$ cat config.mk
export PLATFORM = sky130hd
export DESIGN_NAME = text_console_cursor_engine_core
export DESIGN_NICKNAME = d
export VERILOG_FILES = /design/src/hdl/tcce_pkg.sv /design/src/hdl/text_console_cursor_engine_core.sv /design/src/hdl/tcce_fifo.sv /design/src/hdl/tcce_front.sv /design/src/hdl/tcce_back.sv
export VERILOG_INCLUDE_DIRS = /design/src /design/src/hdl
export SDC_FILE = /design/constraint.sdc
export NUM_CORES = 1
export LEC_CHECK = 0
export BUFFER_PORTS_ARGS = -buffer_cell sky130_fd_sc_hd__buf_2
export CORE_AREA = 2 2 119 150
export DETAILED_ROUTE_END_ITERATION = 10
export DIE_AREA = 0 0 121 152
export GPL_TIMING_DRIVEN = 0
export PLACE_DENSITY = 0.75
export REMOVE_ABC_BUFFERS = 1
export SLEW_MARGIN = 40
export SYNTH_ARGS = -nofsm -noshare
export SYNTH_HDL_FRONTEND = slang
export SYNTH_SLANG_ARGS = --single-unit
$ cat constraint.sdc
create_clock -name clk -period 7.9 [get_ports clk]
set_input_delay 0.395 -clock clk [delete_from_list [all_inputs] [get_ports clk]]
set_output_delay 0.395 -clock clk [all_outputs]
set_load 0.005 [all_outputs]
$ cat src/hdl/text_console_cursor_engine_core_macros.svh
// Assertion macros for the text console cursor engine.
// Used by modules that have clk and rst_n ports; no other dependencies.
`ifndef TEXT_CONSOLE_CURSOR_ENGINE_CORE_MACROS_SVH
`define TEXT_CONSOLE_CURSOR_ENGINE_CORE_MACROS_SVH

`ifndef SYNTHESIS

// Same-cycle implication, checked out of reset
`define TCCE_ASSERT_IMPL(label, ante, cons, msg) \
    label: assert property (@(posedge clk) disable iff (!rst_n) (ante) |-> (cons)) \
        else $error(msg);

// Next-cycle implication, checked out of reset
`define TCCE_ASSERT_NEXT(label, ante, cons, msg) \
    label: assert property (@(posedge clk) disable iff (!rst_n) (ante) |=> (cons)) \
        else $error(msg);

`else

`define TCCE_ASSERT_IMPL(label, ante, cons, msg)
`define TCCE_ASSERT_NEXT(label, ante, cons, msg)

`endif

`endif

$ cat src/hdl/tcce_pkg.sv
// Shared types, codes and constants of the text console cursor engine.
// No dependencies.
package tcce_pkg;

    // Screen limits and register defaults
    localparam int MAX_COLS = 256;
    localparam int MAX_ROWS = 128;
    localparam int COL_LIMIT = (MAX_COLS < 256) ? MAX_COLS : 256;
    localparam int ROW_LIMIT = (MAX_ROWS < 128) ? MAX_ROWS : 128;

    localparam logic [8:0]  WIDTH_RESET  = 9'd80;
    localparam logic [7:0]  HEIGHT_RESET = 8'd25;
    localparam logic [31:0] FORE_RESET   = 32'hFFFF_FFFF;
    localparam logic [31:0] BACK_RESET   = 32'hFF00_0000;

    // Queue depths
    localparam int ITEM_Q_DEPTH = 2;
    localparam int CMD_Q_DEPTH  = 2;

    // Configuration register indexes
    localparam logic [7:0] REG_WIDTH  = 8'd0;
    localparam logic [7:0] REG_HEIGHT = 8'd1;
    localparam logic [7:0] REG_FORE   = 8'd2;
    localparam logic [7:0] REG_BACK   = 8'd3;

    // Request types
    localparam logic REQ_CHAR  = 1'b0;
    localparam logic REQ_CLEAR = 1'b1;

    // Control bytes
    localparam logic [7:0] CHAR_BS  = 8'd8;
    localparam logic [7:0] CHAR_TAB = 8'd9;
    localparam logic [7:0] CHAR_NL  = 8'd10;
    localparam logic [7:0] CHAR_CR  = 8'd13;

    // Tab stop arithmetic
    localparam logic [8:0] TAB_STEP = 9'd4;
    localparam logic [8:0] TAB_MASK = ~9'd3;

    // Item classes decided by the front end
    localparam logic [2:0] KIND_GLYPH = 3'd0;
    localparam logic [2:0] KIND_NL    = 3'd1;
    localparam logic [2:0] KIND_BS    = 3'd2;
    localparam logic [2:0] KIND_CR    = 3'd3;
    localparam logic [2:0] KIND_TAB   = 3'd4;
    localparam logic [2:0] KIND_CLEAR = 3'd5;

    // Cell command codes
    localparam logic [1:0] OP_DRAW   = 2'd0;
    localparam logic [1:0] OP_ERASE  = 2'd1;
    localparam logic [1:0] OP_SCROLL = 2'd2;
    localparam logic [1:0] OP_CLEAR  = 2'd3;

    typedef struct packed {
        logic [2:0] kind;
        logic [7:0] code;
    } item_t;

    typedef struct packed {
        logic [1:0] op;
        logic [7:0] col;
        logic [6:0] row;
        logic [7:0] glyph;
        logic       last;
    } cmd_t;

    // Effective screen size, already clamped
    typedef struct packed {
        logic [8:0] w;
        logic [7:0] h;
    } geom_t;

endpackage

$ cat src/hdl/text_console_cursor_engine_core.sv
// Text console cursor engine, top level: configuration registers and the stage chain.
// Depends on tcce_pkg, tcce_fifo, tcce_front and tcce_back.
//
// Use: write items (req_type, char_code) with push while full is low. Each item
// yields zero, one or two cell commands, read from the result side: a command
// is shown while empty is low and taken with pop. last_of_run marks the final
// command of an item; control bytes that cause nothing yield no command.
// Configuration writes go over cfg_valid/cfg_index/cfg_data; cfg_ready is always
// high. Index 0 width, 1 height, 2 foreground, 3 background; others are ignored.
// A command is popped after passing the item queue, then the command queue.
// Throughput, while the command queue has room: one item per cycle when it yields
// at most one command; an item that draws or erases and also scrolls keeps the next
// item waiting until its scroll is pushed; the back end emits one command per cycle.
// Reset homes the cursor, empties both queues and loads 80x25 cells, white ink
// on black paper. When the result side stalls, the command queue fills, the back
// end holds, then the item queue fills and full rises.
module text_console_cursor_engine_core
    import tcce_pkg::*;
#(
    parameter int ITEM_DEPTH = ITEM_Q_DEPTH,
    parameter int CMD_DEPTH  = CMD_Q_DEPTH
) (
    input  logic        clk,
    input  logic        rst_n,
    // input items
    input  logic        push,
    output logic        full,
    input  logic        req_type,
    input  logic [7:0]  char_code,
    // cell commands
    output logic        empty,
    input  logic        pop,
    output logic [1:0]  cell_op,
    output logic [7:0]  cell_col,
    output logic [6:0]  cell_row,
    output logic [7:0]  glyph_code,
    output logic [31:0] ink_color,
    output logic [31:0] paper_color,
    output logic        last_of_run,
    // configuration writes
    input  logic        cfg_valid,
    output logic        cfg_ready,
    input  logic [7:0]  cfg_index,
    input  logic [31:0] cfg_data
);

    localparam int ITEM_W = $bits(item_t);
    localparam int CMD_W  = $bits(cmd_t);
    localparam logic [8:0] COL_MAX = 9'(COL_LIMIT);
    localparam logic [7:0] ROW_MAX = 8'(ROW_LIMIT);

    logic [8:0]  width_reg;
    logic [7:0]  height_reg;
    logic [31:0] fore_reg;
    logic [31:0] back_reg;
    geom_t       geom;

    logic              iq_push, iq_full, iq_empty, iq_pop;
    item_t             iq_in, iq_out;
    logic [ITEM_W-1:0] iq_out_bits;
    logic              cq_push, cq_full;
    cmd_t              cq_in, cq_out;
    logic [CMD_W-1:0]  cq_out_bits;

    assign cfg_ready = 1'b1;

    // Load configuration registers
    always_ff @(posedge clk or negedge rst_n)
    begin
        if (!rst_n)
        begin
            width_reg  <= WIDTH_RESET;
            height_reg <= HEIGHT_RESET;
            fore_reg   <= FORE_RESET;
            back_reg   <= BACK_RESET;
        end
        else if (cfg_valid && cfg_ready)
        begin
            case (cfg_index)
                REG_WIDTH:  width_reg  <= cfg_data[8:0];
                REG_HEIGHT: height_reg <= cfg_data[7:0];
                REG_FORE:   fore_reg   <= cfg_data;
                REG_BACK:   back_reg   <= cfg_data;
                default:    ;
            endcase
        end
    end

    // Clamp screen size: zero acts as one, large values saturate
    always_comb
    begin
        geom.w = width_reg;
        if (width_reg == '0)
        begin
            geom.w = 9'd1;
        end
        else if (width_reg > COL_MAX)
        begin
            geom.w = COL_MAX;
        end
        geom.h = height_reg;
        if (height_reg == '0)
        begin
            geom.h = 8'd1;
        end
        else if (height_reg > ROW_MAX)
        begin
            geom.h = ROW_MAX;
        end
    end

    tcce_front u_front (
        .push      (push),
        .full      (full),
        .req_type  (req_type),
        .char_code (char_code),
        .q_push    (iq_push),
        .q_data    (iq_in),
        .q_full    (iq_full)
    );

    tcce_fifo #(
        .WIDTH (ITEM_W),
        .DEPTH (ITEM_DEPTH)
    ) u_item_q (
        .clk       (clk),
        .rst_n     (rst_n),
        .push      (iq_push),
        .push_data (iq_in),
        .full      (iq_full),
        .pop       (iq_pop),
        .pop_data  (iq_out_bits),
        .empty     (iq_empty)
    );

    assign iq_out = iq_out_bits;

    tcce_back u_back (
        .clk        (clk),
        .rst_n      (rst_n),
        .geom       (geom),
        .item_empty (iq_empty),
        .item_data  (iq_out),
        .item_pop   (iq_pop),
        .out_full   (cq_full),
        .cmd_push   (cq_push),
        .cmd_data   (cq_in)
    );

    tcce_fifo #(
        .WIDTH (CMD_W),
        .DEPTH (CMD_DEPTH)
    ) u_cmd_q (
        .clk       (clk),
        .rst_n     (rst_n),
        .push      (cq_push),
        .push_data (cq_in),
        .full      (cq_full),
        .pop       (pop),
        .pop_data  (cq_out_bits),
        .empty     (empty)
    );

    // Drive outputs; user keeps colors fixed while items are in flight; unenforced
    assign cq_out      = cq_out_bits;
    assign cell_op     = cq_out.op;
    assign cell_col    = cq_out.col;
    assign cell_row    = cq_out.row;
    assign glyph_code  = cq_out.glyph;
    assign last_of_run = cq_out.last;
    assign ink_color   = fore_reg;
    assign paper_color = back_reg;

endmodule

$ cat src/hdl/tcce_fifo.sv
// Small register queue used between the engine stages and at the output.
// Depends on nothing; DEPTH must be at least 2.
module tcce_fifo #(
    parameter int WIDTH = 8,
    parameter int DEPTH = 2
) (
    input  logic             clk,
    input  logic             rst_n,
    input  logic             push,
    input  logic [WIDTH-1:0] push_data,
    output logic             full,
    input  logic             pop,
    output logic [WIDTH-1:0] pop_data,
    output logic             empty
);

    localparam int PTR_W = $clog2(DEPTH);
    localparam int CNT_W = $clog2(DEPTH + 1);
    localparam logic [PTR_W-1:0] PTR_LAST = PTR_W'(DEPTH - 1);
    localparam logic [CNT_W-1:0] CNT_FULL = CNT_W'(DEPTH);

    logic [WIDTH-1:0] slot_reg [DEPTH];
    logic [PTR_W-1:0] wr_ptr_reg, wr_ptr_next;
    logic [PTR_W-1:0] rd_ptr_reg, rd_ptr_next;
    logic [CNT_W-1:0] count_reg, count_next;
    logic             do_push, do_pop;

    assign full     = (count_reg == CNT_FULL);
    assign empty    = (count_reg == '0);
    assign do_push  = push && !full;
    assign do_pop   = pop && !empty;
    assign pop_data = slot_reg[rd_ptr_reg];

    // Advance pointers and occupancy
    always_comb
    begin
        wr_ptr_next = wr_ptr_reg;
        rd_ptr_next = rd_ptr_reg;
        count_next  = count_reg;
        if (do_push)
        begin
            wr_ptr_next = (wr_ptr_reg == PTR_LAST) ? '0 : wr_ptr_reg + 1'b1;
        end
        if (do_pop)
        begin
            rd_ptr_next = (rd_ptr_reg == PTR_LAST) ? '0 : rd_ptr_reg + 1'b1;
        end
        if (do_push && !do_pop)
        begin
            count_next = count_reg + 1'b1;
        end
        else if (do_pop && !do_push)
        begin
            count_next = count_reg - 1'b1;
        end
    end

    always_ff @(posedge clk or negedge rst_n)
    begin
        if (!rst_n)
        begin
            wr_ptr_reg <= '0;
            rd_ptr_reg <= '0;
            count_reg  <= '0;
        end
        else
        begin
            wr_ptr_reg <= wr_ptr_next;
            rd_ptr_reg <= rd_ptr_next;
            count_reg  <= count_next;
        end
    end

    // Write the payload slot
    always_ff @(posedge clk)
    begin
        if (do_push)
        begin
            slot_reg[wr_ptr_reg] <= push_data;
        end
    end

endmodule

$ cat src/hdl/tcce_front.sv
// Front end: takes input items and sorts them into cursor actions.
// Depends on tcce_pkg.
module tcce_front
    import tcce_pkg::*;
(
    input  logic       push,
    output logic       full,
    input  logic       req_type,
    input  logic [7:0] char_code,
    output logic       q_push,
    output item_t      q_data,
    input  logic       q_full
);

    assign full   = q_full;
    assign q_push = push && !q_full;

    // Classify the request
    always_comb
    begin
        q_data.code = char_code;
        if (req_type == REQ_CLEAR)
        begin
            q_data.kind = KIND_CLEAR;
        end
        else
        begin
            case (char_code)
                CHAR_NL:  q_data.kind = KIND_NL;
                CHAR_BS:  q_data.kind = KIND_BS;
                CHAR_CR:  q_data.kind = KIND_CR;
                CHAR_TAB: q_data.kind = KIND_TAB;
                default:  q_data.kind = KIND_GLYPH;
            endcase
        end
    end

endmodule

$ cat src/hdl/tcce_back.sv
// Back end: holds the cursor, carries out each action and emits cell commands.
// Depends on tcce_pkg and the assertion macro header.
`include "text_console_cursor_engine_core_macros.svh"

module tcce_back
    import tcce_pkg::*;
(
    input  logic  clk,
    input  logic  rst_n,
    input  geom_t geom,
    input  logic  item_empty,
    input  item_t item_data,
    output logic  item_pop,
    input  logic  out_full,
    output logic  cmd_push,
    output cmd_t  cmd_data
);

    logic [7:0] cursor_col_reg, cursor_col_next;
    logic [6:0] cursor_row_reg, cursor_row_next;
    logic       pend_scroll_reg, pend_scroll_next;

    logic [8:0] new_col;
    logic [7:0] new_row;
    logic       has_first;
    logic       need_scroll;
    cmd_t       first_cmd;
    cmd_t       scroll_cmd;

    assign item_pop = !item_empty && !pend_scroll_reg && !out_full;

    assign scroll_cmd = '{op: OP_SCROLL, col: '0, row: '0, glyph: '0, last: 1'b1};

    // Work out the first command and the new cursor for the head item
    always_comb
    begin
        new_col   = {1'b0, cursor_col_reg};
        new_row   = {1'b0, cursor_row_reg};
        has_first = 1'b0;
        first_cmd = '{op: OP_DRAW, col: cursor_col_reg, row: cursor_row_reg,
                      glyph: '0, last: 1'b0};
        case (item_data.kind)
            KIND_NL:
            begin
                new_col = '0;
                new_row = new_row + 1'b1;
            end
            KIND_BS:
            begin
                if (cursor_col_reg != '0)
                begin
                    new_col       = new_col - 1'b1;
                    has_first     = 1'b1;
                    first_cmd.op  = OP_ERASE;
                    first_cmd.col = new_col[7:0];
                end
            end
            KIND_CR:
            begin
                new_col = '0;
            end
            KIND_TAB:
            begin
                new_col = (new_col + TAB_STEP) & TAB_MASK;
            end
            KIND_CLEAR:
            begin
                has_first     = 1'b1;
                first_cmd.op  = OP_CLEAR;
                first_cmd.col = '0;
                first_cmd.row = '0;
            end
            default:
            begin
                has_first       = 1'b1;
                first_cmd.glyph = item_data.code;
                new_col         = new_col + 1'b1;
            end
        endcase

        // Wrap past the right edge
        if (new_col >= geom.w)
        begin
            new_col = '0;
            new_row = new_row + 1'b1;
        end

        // Scroll past the bottom row; a clear never scrolls
        need_scroll = (item_data.kind != KIND_CLEAR) && (new_row >= geom.h);
        if (need_scroll)
        begin
            new_row = geom.h - 1'b1;
        end
        first_cmd.last = !need_scroll;
    end

    // Issue commands and update the cursor
    always_comb
    begin
        cursor_col_next  = cursor_col_reg;
        cursor_row_next  = cursor_row_reg;
        pend_scroll_next = pend_scroll_reg;
        cmd_push         = 1'b0;
        cmd_data         = first_cmd;
        if (pend_scroll_reg)
        begin
            cmd_data = scroll_cmd;
            if (!out_full)
            begin
                cmd_push         = 1'b1;
                pend_scroll_next = 1'b0;
            end
        end
        else if (item_pop)
        begin
            if (item_data.kind == KIND_CLEAR)
            begin
                cursor_col_next = '0;
                cursor_row_next = '0;
            end
            else
            begin
                cursor_col_next = new_col[7:0];
                cursor_row_next = new_row[6:0];
            end
            if (has_first)
            begin
                cmd_push         = 1'b1;
                pend_scroll_next = need_scroll;
            end
            else if (need_scroll)
            begin
                cmd_push = 1'b1;
                cmd_data = scroll_cmd;
            end
        end
    end

    always_ff @(posedge clk or negedge rst_n)
    begin
        if (!rst_n)
        begin
            cursor_col_reg  <= '0;
            cursor_row_reg  <= '0;
            pend_scroll_reg <= 1'b0;
        end
        else
        begin
            cursor_col_reg  <= cursor_col_next;
            cursor_row_reg  <= cursor_row_next;
            pend_scroll_reg <= pend_scroll_next;
        end
    end

    `TCCE_ASSERT_IMPL(a_no_pop_while_pending, pend_scroll_reg, !item_pop,
        "item taken while a scroll is still pending")
    `TCCE_ASSERT_IMPL(a_push_has_room, cmd_push, !out_full,
        "command pushed into a full output queue")
    `TCCE_ASSERT_IMPL(a_pending_is_scroll, pend_scroll_reg && cmd_push,
        cmd_data.op == OP_SCROLL && cmd_data.last,
        "pending command is not a final scroll")
    `TCCE_ASSERT_NEXT(a_cursor_on_screen, item_pop,
        {1'b0, cursor_col_reg} < geom.w && {1'b0, cursor_row_reg} < geom.h,
        "cursor left outside the screen after an item")

endmodule
==> results of run 1 <==
[what timing repair did]
item	CTS	global route
endpoints found under the hold margin	22	0
hold buffers	1	0
setup buffers	0	0
[worst paths after layout]
kind | end | slack (ns) | depth (start not counted)
max in group asynchronous | width_reg[4] | 6.79 | 3
worst min-delay path | u_item_q.slot_reg[0][3] | 0.16 | 1
worst max register to register | u_cmd_q.slot_reg[1][23] | 1.30 | 20
min in group asynchronous | paper_color[4] | 0.46 | 2
worst max-delay path | u_cmd_q.slot_reg[1][23] | 1.30 | 20
worst min register to register | u_item_q.count_reg[1] | 0.49 | 1
[where the power goes]
group | total [mW] | switching (mW) | internal, mW
logic | 1.43 | 0.819 | 0.615
clock network | 0.762 | 0.359 | 0.404
registers | 1.53 | 0.204 | 1.33
total | 3.73 | 1.38 | 2.35
[per-stage QoR]
stage,cells,hold WS (ns),worst slack (ns),setup TNS [ns]
CTS,1120,0.146,1.38,0
detailed placement,1087,0.358,1.41,0
global placement,1082,0.472,-0.236,-6.07
floorplan,713,0.0994,1.53,0
finish,1120,0.165,1.30,0
global route,1120,0.146,0.817,0
[cell type report]
type	count	share of cell area, %
Inverter	15	0.538
Timing Repair Buffer	151	7.79
Clock inverter	15	1.02
Tap cell	224	2.68
Multi-Input combinational cell	519	37.0
Clock buffer	17	4.07
Sequential cell	179	46.9
[cells in the final DEF (no fill, tap or decap), drive strengths merged, types with 3 or more instances in the layout]
cell type,instances
a211oi,3
a21oi,38
a22o,6
a22oi,6
a31oi,11
and2,11
and3,8
buf,150
clkbuf,17
clkinv,9
clkinvlp,3
dfrtp,60
dfstp,45
edfxtp,74
ha,27
inv,18
mux2,110
mux2i,14
nand2,67
nand2b,5
nand3,14
nand3b,3
nand4,4
nor2,54
nor2b,6
nor3,17
nor3b,6
nor4,7
nor4b,3
o211ai,3
o21ai,32
o21bai,3
o22ai,3
or2,3
or3,5
xnor2,15
xor2,12
[per-layer routing]
metal	vias to the layer above	part of all wire, %	track usage, %
met4	0	1.4	6.98
met2	195	49	34.4
met5	-	0	0
met1	2960	42	26.5
li1	3002	-	-
met3	14	7.7	6.79
[cell families (layout without fill, tap and decap cells)]
kind of cell / count (synthesis) / in the layout
other: 1 / 1
adder cells (fa/ha/maj): 27 / 27
AND/OR/NAND/NOR: 219 / 219
multiplexers: 124 / 124
buffers and inverters: 51 / 198
XOR/XNOR: 27 / 27
flip-flops: 179 / 179
AO/OA/AOI/OAI: 121 / 121
[critical path: stages (launching register included)]
cell,delay [ns]
dfrtp_2,0.74
mux2i_1,0.61
nand2_1,0.15
nor2_1,0.29
a31oi_1,0.11
o311ai_1,0.48
ha_1,0.33
nand4_1,0.13
nor2_1,0.08
a211oi_1,0.59
o21bai_1,0.29
nor3_2,0.09
xnor2_1,0.32
ha_1,0.31
a21oi_1,0.15
o21ai_0,0.11
a21oi_2,0.54
nor4_1,0.10
nor2_1,0.26
nand2_1,0.15
and2_2,0.43
[synth_stat cells, types with 7 or more instances]
master	count	share of area, %
xnor2_1	15	1.5
o21ai_0	30	1.7
nand3_1	14	0.78
inv_1	12	0.50
mux2i_1	13	1.5
a21oi_1	38	2.1
dfrtp_1	60	17
buf_2	7	0.39
dfstp_2	45	13
nor3_1	14	0.78
clkbuf_1	17	0.71
nand2_1	67	2.8
and2_1	10	0.70
ha_1	27	3.8
edfxtp_1	74	25
nor2_1	54	2.3
a31oi_1	11	0.77
xor2_1	12	1.2
mux2_2	110	14
and3_1	8	0.56
==> results by group, run 1 <==
Synth
  • Cell area after synthesis: 8970 um^2
  • Post-Synth Simple-Gate Area: 12.5%
  • Synth unique cells: 66
  • Largest family of logic cells by synthesized area: multiplexers
  • Register area share after synthesis: 54.7%
  • Post-Synth Adder-Cell Area: 3.77%
  • Syn Inst Count: 749
  • Flops & latches, synth: 179
  • Syn avg cell area: 12.0 um^2
  • Post-synthesis compound-gate area fraction: 8.23%
  • EDFF count, synth: 74
  • Most used DFF post-synth: edfxtp_1
  • Mux contribution to synthesized area: 15.5%
  • Post-synthesis xor/xnor area fraction: 2.64%
  • Ys async rst share: 58.7%
  • Synth warn: 0

Power and ir drop
  • PD cells: 357 nW/um^2
  • Pleak: 4.61 nW
  • Power Total: 3.73 mW
  • Worst vdd ir: 187 uV

Floorplan
  • Die X: 121 um
  • Die area: 18400 um^2
  • Starting Density: 52.5%
  • Die H: 152 um
  • I/O pins: 147
  • Cell row count: 54
  • Core ar.: 17100 um^2

Timing
  • RSZ-0062 raised after global routing: no
  • Hold Fails Final Rpt: 0
  • Max-slew headroom: 40.0%
  • Final clock skew: 0.0103 ns
  • Max-slew violations: 0
  • Period utilization: 83.6%
  • Least-Margin Pin Slew: 0.900 ns
  • # setup viols final: 0
  • Fmax: 151 MHz
  • Final min period: 6.60 ns

Detailed routing
  • Routed Antenna Nets: 0
  • TritonRoute pass-1 iters: 4
  • Total wire length: 18.6 mm
  • Vias per std cell: 5.51
  • Initial DRC count: 430
  • DRC: 0
  • DR WL/cell: 16.6 um
  • Vias: 6171

Global routing
  • GRT Total Usage: 21.1%
  • Grt total ovfl: 0
  • Largest net degree at the start of global routing: 64
  • Initial antenna violation count: 0
  • First-pass GRT wire length: 30.7 mm
  • Vias in the first global route: 6197

Clock network
  • Clock Sink Count: 179
  • Latest clock arrival within the worst-skew pair: 0.43 ns
  • CTS tree: built
  • Clock Path Buffers: 2
  • CTS root buffer: clkbuf_16
  • Cts bufs inserted: 17
  • Resize count post-CTS: 0
  • Clk slew on worst S/H paths: 0.06 ns
  • CTS HTree Levels: 4

Cells and area
  • Antenna cells: 0
  • Register area: 4910 um^2
  • FILL cells: 1377
  • Layout Nets: 964
  • P&R area growth vs syn: 16.6%
  • Design Area, Final: 10500 um^2
  • Footprint of the multi-input gates: 3870 um^2
  • Share of layout cells above drive strength 1: 39.5%
  • Max reg flops: 52
  • Fin util: 61.2%

Run
  • Maxcap violations: 0

Setup path
  • Worst setup startpoint: u_item_q.rd_ptr_reg
  • Worst path required time: 8.01 ns
  • RR Startpoint: u_item_q.rd_ptr_reg
  • Crit start category: register
  • Critical Path Fanout Max: 26
  • Crit Path Class: reg2reg
  • Arr. time, crit path: 6.71 ns
  • Worst Setup End Kind: register

Place
  • IO Port Bufs: 145
  • RD Place Congestion: 0.907
  • Final HPWL DP: 13.5 mm
  • Placed Area: 9920 um^2

Min path
  • Worst hold-check path type: in2reg
  • Hold path start: char_code[3]

Status
  • Result of the run: finished, final reports clean
Note: power is estimated with default switching activity, not from simulation.
==> run 2: changes to the inputs <==
==> constraint.sdc (replaced) <==
create_clock -name clk -period 6.3 [get_ports clk]
set_input_delay 0.315 -clock clk [delete_from_list [all_inputs] [get_ports clk]]
set_output_delay 0.315 -clock clk [all_outputs]
set_load 0.005 [all_outputs]
==> run 2 against run 1 <==
  * Clock power rose by 25%
  * Global-route usage hardly changed
  * Clock skew fell by 0.0013 ns
  * Worst setup slack lost 0.82 ns
  * Combinational power grew 32%
  * Core utilization is 0.52 points higher
  * Largest cell class unchanged
  * Sequential share of layout area down 0.37 points
  * Via count is 0.92% higher
  * Sequential cell count did not move
  * Die area unchanged
==> results by group, run 2 (synthesized netlist as in run 1, its figures left out) <==
Setup path
  • Worst path required time: 6.66 ns
  • Crit Path Class: reg2reg
  • Worst Setup End Kind: register
  • Slowest CP cell: dfrtp_4
  • R2R setup slack: 0.48 ns
  • WP buf/inv: 0
  • Delay of the slowest critical-path stage: 0.66 ns
  • Crit start category: register
  • CP cell instances: mux2i_2 > nor2_1 > o21bai_1 > a221oi_1 > a31oi_1 > ha_1 > nand2_1 > o21ai_0 > a211oi_2 > o21bai_1 > or4_1 > o21ai_1 > ha_1 > a21oi_1 > o21ai_0 > a21oi_4 > nor4_1 > nor2_1 > nand2_1 > ha_1 > xor2_1 > nor2_1 > xor2_1
  • Critical Path Fanout Max: 23
  • Arr. time, crit path: 6.17 ns
  • Crit-path leading delay family: compound AO/OA/AOI/OAI gates

Detailed routing
  • Vias per std cell: 5.53
  • DRC: 0
  • Routed Antenna Nets: 0
  • Vias: 6228
  • Initial DRC count: 378
  • Total wire length: 18.7 mm
  • DR WL/cell: 16.6 um
  • TritonRoute pass-1 iters: 6

Power and ir drop
  • Pleak: 4.64 nW
  • Worst vdd ir: 235 uV
  • PD cells: 452 nW/um^2

Timing
  • Hold Worst Slack: 0.0859 ns
  • Hold Fails Final Rpt: 0
  • # setup viols final: 0
  • Least-Margin Pin Slew: 0.773 ns
  • RSZ-0062 raised after global routing: no
  • Max-slew headroom: 48.2%
  • Final min period: 5.82 ns
  • Period utilization: 92.3%
  • Final clock skew: 0.00907 ns
  • Fmax: 172 MHz
  • Max-slew violations: 0

Cells and area
  • Antenna cells: 0
  • Commonest non-fill, non-tap cell in the layout: buf_2
  • Most frequent cells in the layout: buf_2 (144), mux2_2 (110), edfxtp_1 (74)
  • Share of layout cells above drive strength 1: 40.7%
  • Max reg flops: 52
  • Fin util: 61.7%
  • P&R area growth vs syn: 17.6%
  • Layout Nets: 970

Clock network
  • Clock Sink Count: 179
  • Latest clock arrival within the worst-skew pair: 0.43 ns
  • CTS HTree Levels: 4
  • Clk slew on worst S/H paths: 0.07 ns
  • CTS tree: built
  • CTS root buffer: clkbuf_16
  • Cts bufs inserted: 17
  • Clock Path Buffers: 2

Global routing
  • GRT Total Usage: 21.1%
  • Initial antenna violation count: 0
  • Largest net degree at the start of global routing: 64
  • Grt total ovfl: 0
  • Vias in the first global route: 6198
  • First-pass GRT wire length: 30.7 mm

Floorplan
  • Die H: 152 um
  • Die X: 121 um
  • Core ar.: 17100 um^2
  • I/O pins: 147
  • Cell row count: 54
  • Starting Density: 52.5%
  • Die area: 18400 um^2

Place
  • IO Port Bufs: 145
  • RD Place Congestion: 0.907
  • Final HPWL DP: 13.5 mm

Min path
  • Worst hold-check path type: in2reg

Run
  • Maxcap violations: 0

Status
  • Result of the run: finished, final reports clean
-- run 2: changes by cell type in the layout (fill, tap and decap cells not counted), sizes merged --
cell  before  now
buf      150  156
-- run 2: worst paths after layout --
check / to / cells after the start / start
max in group asynchronous: width_reg[4] / 3 / rst_n
setup / recovery: u_cmd_q.count_reg[1] / 23 / u_item_q.rd_ptr_reg
hold / removal: u_item_q.slot_reg[0][3] / 1 / char_code[3]
setup reg to reg: u_cmd_q.count_reg[1] / 23 / u_item_q.rd_ptr_reg
min in group asynchronous: paper_color[4] / 2 / rst_n
hold reg to reg: u_item_q.count_reg[1] / 1 / u_item_q.count_reg[1]
-- run 2: area by class of cell --
class | count | area, um^2
fill | 1371 | 6550
tap | 224 | 280
inverter | 15 | 56.3
timing repair buffer | 157 | 860
sequential | 179 | 4910
clock buffer | 17 | 425
multi-input combinational | 519 | 3910
clock inverter | 15 | 106
-- run 2: stage by stage --
step                total power, mW  setup TNS, ns  setup slack, ns  instances  area [um^2]
floorplan                      3.14          -1.82          -0.0699        713         8790
detailed placement             3.74          -4.97           -0.188       1087         9920
CTS                            4.74              0            0.133       1120        10500
global placement               3.68         -97.89            -1.84       1082         9800
finish                         4.77              0            0.482       1126        10500
global route                   5.11              0           0.0140       1126        10500
-- run 2: per-layer routing --
metal	global-route usage, %	routed length (um)	part of all wire [%]
met4	6.98	325	1.7
met5	0	0	0
met3	6.79	1440	7.7
met2	34.4	9120	49
met1	26.6	7810	42
-- run 2: worst reg2reg max path: cells and delay by family, from the launching register on --
kind	cells	cell delay, ns
and+or+nand+nor	7	1.31
xor gates and xnor gates	2	0.28
DFF	1	0.66
AOI/OAI and AO/OA	10	2.08
adders and majority gates	3	0.84
muxes	1	0.57
-- run 2: where the power goes --
group	switching, mW	internal (mW)	total, mW
clock	0.449	0.506	0.955
combinational	1.05	0.834	1.89
sequential	0.260	1.67	1.93
-- run 2: what timing repair did --
| action | CTS | global route |
|---|---|---|
| endpoints found under the hold margin | 22 | 0 |
| buffers inserted | 0 | 6 |
| pin swaps | 0 | 0 |
| setup endpoints to repair | 28 | 77 |
| gates resized for setup | 4 | 6 |
| hold buffers | 1 | 0 |
